### src/rtl/vidrt_pkg.sv
`timescale 1ns / 1ps

package vidrt_pkg;

  localparam int TABLE_DEPTH = 1024;
  localparam int KEY_W       = 31;
  localparam int ID_W        = 10;
  localparam int LIMIT_W     = 11;
  localparam int IDX_W       = $clog2(TABLE_DEPTH);
  localparam int CNT_W       = $clog2(TABLE_DEPTH + 1);
  localparam int WIDE_W      = (LIMIT_W > CNT_W) ? LIMIT_W : CNT_W;
  localparam logic [LIMIT_W-1:0] LIMIT_RESET = LIMIT_W'(1024);

  typedef enum logic [1:0] {
    ST_IDLE,
    ST_SCAN,
    ST_MISS,
    ST_OUT
  } vidrt_state_t;

  typedef struct packed {
    logic start;
    logic scan_en;
    logic insert;
    logic load_out;
  } vidrt_cmd_t;

  typedef struct packed {
    logic hit;
    logic scan_end;
    logic out_free;
  } vidrt_status_t;

endpackage

### src/rtl/vidrt_ctrl.sv
`timescale 1ns / 1ps

module vidrt_ctrl
  import vidrt_pkg::*;
(
  input  logic          clk,
  input  logic          rst_n,
  input  logic          in_valid,
  output logic          in_ready,
  input  vidrt_status_t status,
  output vidrt_cmd_t    cmd
);

  vidrt_state_t state_r;
  vidrt_state_t state_nxt;

  always_ff @(posedge clk) begin
    if (!rst_n) begin
      state_r <= ST_IDLE;
    end else begin
      state_r <= state_nxt;
    end
  end

  always_comb begin
    state_nxt = state_r;
    case (state_r)
      ST_IDLE: begin
        if (in_valid) state_nxt = ST_SCAN;
      end
      ST_SCAN: begin
        if (status.hit) begin
          state_nxt = ST_OUT;
        end else if (status.scan_end) begin
          state_nxt = ST_MISS;
        end
      end
      ST_MISS: begin
        state_nxt = ST_OUT;
      end
      ST_OUT: begin
        if (status.out_free) state_nxt = ST_IDLE;
      end
      default: begin
        state_nxt = ST_IDLE;
      end
    endcase
  end

  always_comb begin
    cmd      = '0;
    in_ready = 1'b0;
    case (state_r)
      ST_IDLE: begin
        in_ready  = 1'b1;
        cmd.start = in_valid;
      end
      ST_SCAN: begin
        cmd.scan_en = 1'b1;
      end
      ST_MISS: begin
        cmd.insert = 1'b1;
      end
      ST_OUT: begin
        cmd.load_out = status.out_free;
      end
      default: begin
        cmd = '0;
      end
    endcase
  end

endmodule

### config.mk
export PLATFORM = sky130hd
export DESIGN_NAME = vidrt_ctrl
export DESIGN_NICKNAME = d
export VERILOG_FILES = /design/src/rtl/vidrt_pkg.sv /design/src/rtl/vidrt_ctrl.sv
export SDC_FILE = /design/constraint.sdc
export NUM_CORES = 1
export LEC_CHECK = 0
export ABC_AREA = 1
export BUFFER_PORTS_ARGS = -buffer_cell sky130_fd_sc_hd__buf_2
export CORE_AREA = 2 2 39 41
export DETAILED_ROUTE_END_ITERATION = 8
export DIE_AREA = 0 0 41 43
export PLACE_DENSITY = 0.36
export SYNTH_ARGS = -nofsm -noshare
export SYNTH_HDL_FRONTEND = slang
export SYNTH_SLANG_ARGS = --single-unit
### constraint.sdc
create_clock -name clk -period 1.1 [get_ports clk]
set_input_delay 0.11 -clock clk [delete_from_list [all_inputs] [get_ports clk]]
set_output_delay 0.11 -clock clk [all_outputs]
set_load 0.01 [all_outputs]
---- Word-level counts from Yosys, hierarchy flattened ----
Cells that the tools add are included.
operators by class
  reduce and logical (&&, ||, !) cells .... 2
  muxes and demuxes ....................... 10
  equal/unequal tests ..................... 6
operator list
  cell                                                             number
  2-bit two-way mux                                                4
  2-bit one-hot mux with 4 select lines                            1
  1-bit two-way mux                                                5
  2-bit == test, second input constant                             2
  2-bit != test, second input constant                             2
  3-bit != test, second input constant                             1
  3-bit AND reduction                                              1
  2-bit by 1-bit == test with 1-bit output, second input constant  1
  2-bit zero test                                                  1
word-level totals
  output and inout bits ................... 5
  flip-flop bits (word level) ............. 2

---- Depth between registers and ports, before layout ----
  depth in word-level cells ............... 3
  depth in mapped cells ................... 7
  mapped depth without buffers ............ 7

---- Worst setup path after synthesis ----
No wires, ideal clock.
  path kind ............................... reg-to-reg
  start point ............................. register state_r[0]
  end point ............................... register state_r[1]
  stages on the path, launching flop included .. 7
  library setup time ...................... 0.114 ns
  setup slack ............................. -0.035 ns
  data arrival time ....................... 1.021 ns
  cells stage by stage .................... dfxtp_1 -> inv_2 -> ha_1 -> nand2_2 -> nand3_2 -> nor2_1 -> nor2_2
between the ends
  word-level cells in the longest chain between the ends .. 3
  elaborated cells on any way between the ends .. 9
  those cells by class .................... eq/ne (6); mux (1); reduce/logical (2)
ends and longest elaborated chain
  what                                                                    line              text
  start: declaration                                                      vidrt_ctrl.sv:14  vidrt_state_t state_r;
  start signal: assignment                                                vidrt_ctrl.sv:21  state_r <= state_nxt;
  2-bit by 1-bit == test with 1-bit output, or another cell as far along  vidrt_ctrl.sv:27  case (state_r)
  3-bit != test (no source line) or 2-bit != test (tied branches)         --
  3-bit AND reduction (no source line)                                    --
Several ways; a longest one is shown, not always the timed one.
A chain may end at the register's enable or synchronous reset.

==> impl_results.html <==
<table>
<tr><th>Metric</th><th>Value</th></tr>
<tr><th colspan="2">Setup path</th></tr>
<tr><td>Series of cell instances along the critical path</td><td>inv_2, buf_6, ha_4, buf_6</td></tr>
<tr><td>Terminus of the critical flop-to-flop path</td><td>state_r[0]</td></tr>
<tr><td>Register-to-Register Setup Slack</td><td>~0.040 ns</td></tr>
<tr><td>Class of the most critical setup path</td><td>flip-flop to output pin</td></tr>
<tr><td>Cell mode on critical path</td><td>sky130_fd_sc_hd__buf_6</td></tr>
<tr><td>Critical path data arrival time</td><td>1.00 ns</td></tr>
<tr><td>Kind of start point of the critical path</td><td>flip-flop</td></tr>
<tr><td>Critical Path Fanout Max</td><td>3</td></tr>
<tr><td>Kind of capture point of the worst setup path</td><td>output pin</td></tr>
<tr><td>Required time reported for the critical path endpoint</td><td>~0.99 ns</td></tr>
<tr><td>Number of cell instances on the worst register-to-register path</td><td>7</td></tr>
<tr><td>CP max stage cell</td><td>sky130_fd_sc_hd__dfxtp_2</td></tr>
<tr><td>Crit-path leading delay family</td><td>flip-flops</td></tr>
<tr><td>WP buf/inv</td><td>3</td></tr>
<tr><td>Delay of the slowest cell on the worst path</td><td>between 0.3 and 0.4 ns</td></tr>
<tr><td>Reg-to-reg critical path startpoint</td><td>state_r[0]</td></tr>
<tr><th colspan="2">Routing</th></tr>
<tr><td># DRC</td><td>0</td></tr>
<tr><td>Via count</td><td>roughly 240</td></tr>
<tr><td>Aggregate routed wire length</td><td>approximately 500 um</td></tr>
<tr><td>Detailed-router iteration count before antenna repair</td><td>1</td></tr>
<tr><td>Count of routing violations after the opening detailed-route iteration</td><td>0</td></tr>
<tr><td>Antenna violation net count after detailed routing</td><td>0</td></tr>
<tr><td>DR WL/cell</td><td>around 7.6 um</td></tr>
<tr><td>Average via count per standard cell</td><td>between 3 and 4</td></tr>
<tr><th colspan="2">Yosys</th></tr>
<tr><td>Share of flip-flops with an asynchronous set or reset after synthesis</td><td>0%</td></tr>
<tr><td>Post-Syn Area</td><td>between 150 and 200 um2</td></tr>
<tr><td>Compound-gate portion of the synthesized area</td><td>2.548%</td></tr>
<tr><td>Share of the synthesized area in the top cell type</td><td>~25%</td></tr>
<tr><td>Ranking of synthesized cells by instance count</td><td>sky130_fd_sc_hd__nand2_1, sky130_fd_sc_hd__inv_1, sky130_fd_sc_hd__ha_1, sky130_fd_sc_hd__nor2_1</td></tr>
<tr><td>Number of flip-flops and latches in the synthesized netlist</td><td>2</td></tr>
<tr><td>Largest cells by area after synthesis</td><td>sky130_fd_sc_hd__ha_1, sky130_fd_sc_hd__dfxtp_1, sky130_fd_sc_hd__nand2_1</td></tr>
<tr><td>Library cell occupying the most area in the post-synthesis netlist</td><td>sky130_fd_sc_hd__ha_1</td></tr>
<tr><td>Largest family of logic cells by synthesized area</td><td>simple AND/OR/NAND/NOR gates</td></tr>
<tr><td>Post-Synthesis Mean Instance Area</td><td>around 6.5 um2</td></tr>
<tr><td>Multiplexer fraction of the synthesized cell area</td><td>0%</td></tr>
<tr><td>Xor-xnor portion of the synthesized cell area</td><td>0%</td></tr>
<tr><td>Net count of the mapped netlist</td><td>40</td></tr>
<tr><td>Count of different cell masters after synthesis</td><td>11</td></tr>
<tr><td>Synthesized-area fraction occupied by adder cells</td><td>roughly a quarter</td></tr>
<tr><td>Post-synthesis simple-gate area fraction</td><td>roughly 40%</td></tr>
<tr><td>Ys flop type</td><td>sky130_fd_sc_hd__dfxtp_1</td></tr>
<tr><td>Count of flip-flops with a built-in enable after synthesis</td><td>0</td></tr>
<tr><td>Count of yosys warnings during synthesis</td><td>0</td></tr>
<tr><td>Most numerous cell in the Yosys netlist</td><td>sky130_fd_sc_hd__nand2_1</td></tr>
<tr><td>Share of synthesized area occupied by flip-flops and latches</td><td>20.38%</td></tr>
<tr><td>Cell count after synthesis</td><td>30</td></tr>
<tr><th colspan="2">STA</th></tr>
<tr><td>Tcrit/Tclk final</td><td>101.1%</td></tr>
<tr><td>Unrepaired setup endpoints after global routing</td><td>true</td></tr>
<tr><td>Count of final max-slew check failures</td><td>0</td></tr>
<tr><td>Transition at the pin with the smallest max-transition slack</td><td>~0.14 ns</td></tr>
<tr><td>Worst clock skew</td><td>roughly 0.0044 ns</td></tr>
<tr><td>Accumulated negative setup slack</td><td>-0.02416 ns</td></tr>
<tr><td>Final Critical Period</td><td>around 1.1 ns</td></tr>
<tr><td>Slew HR</td><td>between 90% and 100%</td></tr>
<tr><td>Max Clock Freq</td><td>about 900 MHz</td></tr>
<tr><td>Crit path setup slack, layout</td><td>-0.01251 ns</td></tr>
<tr><td>Number of failing hold endpoints at the final stage</td><td>0</td></tr>
<tr><td>Final number of setup-violating endpoints</td><td>2</td></tr>
<tr><th colspan="2">Worst hold path</th></tr>
<tr><td>Hold_sp</td><td>rst_n</td></tr>
<tr><td>Min-Delay Path Class</td><td>input port to flip-flop</td></tr>
<tr><td>Cells on Worst Hold Path</td><td>3</td></tr>
<tr><td>Hold Crit Endpoint</td><td>state_r[0]</td></tr>
<tr><th colspan="2">Placed design</th></tr>
<tr><td>Detailed-placement wirelength estimate</td><td>346.6 um</td></tr>
<tr><td># placed instances</td><td>59</td></tr>
<tr><td>Weighted congestion at the end of routability-driven global placement</td><td>0.5825</td></tr>
<tr><td>Count of input and output buffers</td><td>10</td></tr>
<tr><th colspan="2">GRT</th></tr>
<tr><td>Antenna violations before repair</td><td>0</td></tr>
<tr><td>Largest net degree at the start of global routing</td><td>5</td></tr>
<tr><td>Via count of the first global-routing pass</td><td>250</td></tr>
<tr><td>Overall Global Routing Usage</td><td>under 10%</td></tr>
<tr><td>Global-route wire length before repair</td><td>roughly 810 um</td></tr>
<tr><td>Gr ovfl total</td><td>0</td></tr>
<tr><th colspan="2">Power</th></tr>
<tr><td>Largest voltage drop on the vdd net</td><td>between 0.0008 and 0.0009 V</td></tr>
<tr><td>Leakage dissipation</td><td>0.0002223 uW</td></tr>
<tr><td>Power Density</td><td>approximately 3000 nW/um2</td></tr>
<tr><td>Design Power</td><td>roughly 1300 uW</td></tr>
<tr><th colspan="2">Clocking</th></tr>
<tr><td>Clock tree from TritonCTS</td><td>built</td></tr>
<tr><td>Register clock-pin slew on the reported worst setup and hold paths</td><td>~0.030 ns</td></tr>
<tr><td>Source-to-sink clock delay at the later pin of the worst-skew pair</td><td>0.23 ns</td></tr>
<tr><td>Root cell of the clock tree</td><td>sky130_fd_sc_hd__clkbuf_4</td></tr>
<tr><td>H-tree levels</td><td>1</td></tr>
<tr><td>Clock tree buffer depth</td><td>2</td></tr>
<tr><td>Number of buffers inserted during clock tree synthesis</td><td>3</td></tr>
<tr><td>Number of buffers inserted by hold repair at cts</td><td>0</td></tr>
<tr><td>Sink Count</td><td>2</td></tr>
<tr><th colspan="2">Floorplan</th></tr>
<tr><td># IOs</td><td>11</td></tr>
<tr><td>Number of placement rows</td><td>14</td></tr>
<tr><td>Core footprint</td><td>~1400 um2</td></tr>
<tr><td>Overall die area</td><td>about 1800 um2</td></tr>
<tr><td>Die height</td><td>about 43 um</td></tr>
<tr><td>Initial Util</td><td>between 10% and 20%</td></tr>
<tr><td>Die width</td><td>approximately 41 um</td></tr>
<tr><th colspan="2">Final layout</th></tr>
<tr><td>Sequential cell area</td><td>45.04 um2</td></tr>
<tr><td>Number of nets in the final layout</td><td>between 60 and 70</td></tr>
<tr><td>Largest regs</td><td>state_r x2</td></tr>
<tr><td>Max FFs per register</td><td>2</td></tr>
<tr><td>Most flops, register</td><td>state_r</td></tr>
<tr><td>Share of final-layout standard cells stronger than drive strength 1</td><td>roughly 74%</td></tr>
<tr><td>Multi-input logic area</td><td>around 190 um2</td></tr>
<tr><td>Area Overhead vs Synth</td><td>121.7%</td></tr>
<tr><td>Antenna cell count</td><td>0</td></tr>
<tr><td>Number of fill cells in the layout</td><td>between 150 and 200</td></tr>
<tr><td>Final instance count without filler cells</td><td>between 60 and 70</td></tr>
<tr><th colspan="2">Job</th></tr>
<tr><td>Number of maximum-capacitance violations</td><td>0</td></tr>
<tr><th colspan="2">Status</th></tr>
<tr><td>Result of the run</td><td>finished, violations left</td></tr>
<tr><td>Violations in the final reports</td><td>negative setup slack</td></tr>
</table>
-- layer usage --
layer | track usage (%) | vias up | routed length, um
li1 | - | 131 | -
met1 | 7.325 | 94 | 208
met2 | 10.00 | 12 | 240
met5 | 0 | - | 0
met3 | 3.141 | 2 | 42
met4 | 6.000 | 0 | 11
-- cell families (layout without fill, tap and decap cells) --
logic type               after synthesis  in the layout
AO/OA/AOI/OAI                          1              1
flip-flops                             2              2
AND/OR/NAND/NOR                       17             17
buffers and inverters                  6             26
adder cells (fa/ha/maj)                4              4
-- through the flow --
stage,worst slack [ns],utilization [%],hold slack (ns),instance area (um2)
global route,-0.07956,31.46,0.1075,435.4
CTS,-0.03302,27.67,0.1066,382.9
global placement,-0.04615,21.07,0.3583,291.5
detailed placement,-0.04662,21.07,0.3550,291.5
finish,-0.01251,31.46,0.1169,435.4
floorplan,0.009065,-,0.2304,198.9
-- cells in the final DEF, fill, tap and decap left out --
| master | instances |
|---|---|
| sky130_fd_sc_hd__buf_2 | 7 |
| sky130_fd_sc_hd__nand2_2 | 5 |
| sky130_fd_sc_hd__nand2_1 | 5 |
| sky130_fd_sc_hd__buf_6 | 5 |
| sky130_fd_sc_hd__buf_4 | 5 |
| sky130_fd_sc_hd__inv_1 | 3 |
| sky130_fd_sc_hd__nor2_1 | 3 |
| sky130_fd_sc_hd__ha_4 | 3 |
| sky130_fd_sc_hd__clkbuf_4 | 3 |
| sky130_fd_sc_hd__inv_2 | 2 |
| sky130_fd_sc_hd__nor2_2 | 2 |
| sky130_fd_sc_hd__inv_6 | 1 |
| sky130_fd_sc_hd__nand3_4 | 1 |
| sky130_fd_sc_hd__a21oi_1 | 1 |
| sky130_fd_sc_hd__nand3_1 | 1 |
| sky130_fd_sc_hd__ha_2 | 1 |
| sky130_fd_sc_hd__dfxtp_2 | 1 |
| sky130_fd_sc_hd__dfxtp_4 | 1 |
-- worst max-delay path by stage --
stage          startpoint    endpoint  slack [ns]  depth (start not counted)
2_1_floorplan  state_r[1]  state_r[1]       0.009                          6
5_1_grt        state_r[1]      cmd[0]       -0.08                          4
3_3_place_gp   state_r[1]  state_r[1]       -0.05                          6
3_5_place_dp   state_r[1]  state_r[1]       -0.05                          6
4_1_cts        state_r[1]      cmd[3]       -0.03                          5
6_report       state_r[0]      cmd[1]       -0.01                          4
-- layout make-up --
cell class	count	area share (%)
Multi-Input combinational cell	22	43.97
Tap cell	16	4.598
Inverter	6	6.322
Timing Repair Buffer	17	29.60
Clock buffer	3	5.172
Sequential cell	2	10.34
-- worst register-to-register path, stage by stage (launching register included) --
cell	delay [ns]
sky130_fd_sc_hd__dfxtp_2	0.35
sky130_fd_sc_hd__inv_2	0.06
sky130_fd_sc_hd__buf_6	0.12
sky130_fd_sc_hd__buf_4	0.13
sky130_fd_sc_hd__a21oi_1	0.11
sky130_fd_sc_hd__nand2_1	0.06
sky130_fd_sc_hd__nor2_1	0.09
sky130_fd_sc_hd__nor2_1	0.05
-- repair_timing --
action / CTS / global route
gates resized for setup: 11 / 12
setup buffers: 3 / 1
pin swaps: 1 / 4
endpoints found under the setup margin: 7 / 6
-- report_power, final --
part,total [uW],internal [uW],switching (uW)
logic,953,537,416
clock network,164,120,43.6
registers,186,129,57.3
(Power assumes the default switching activity.)
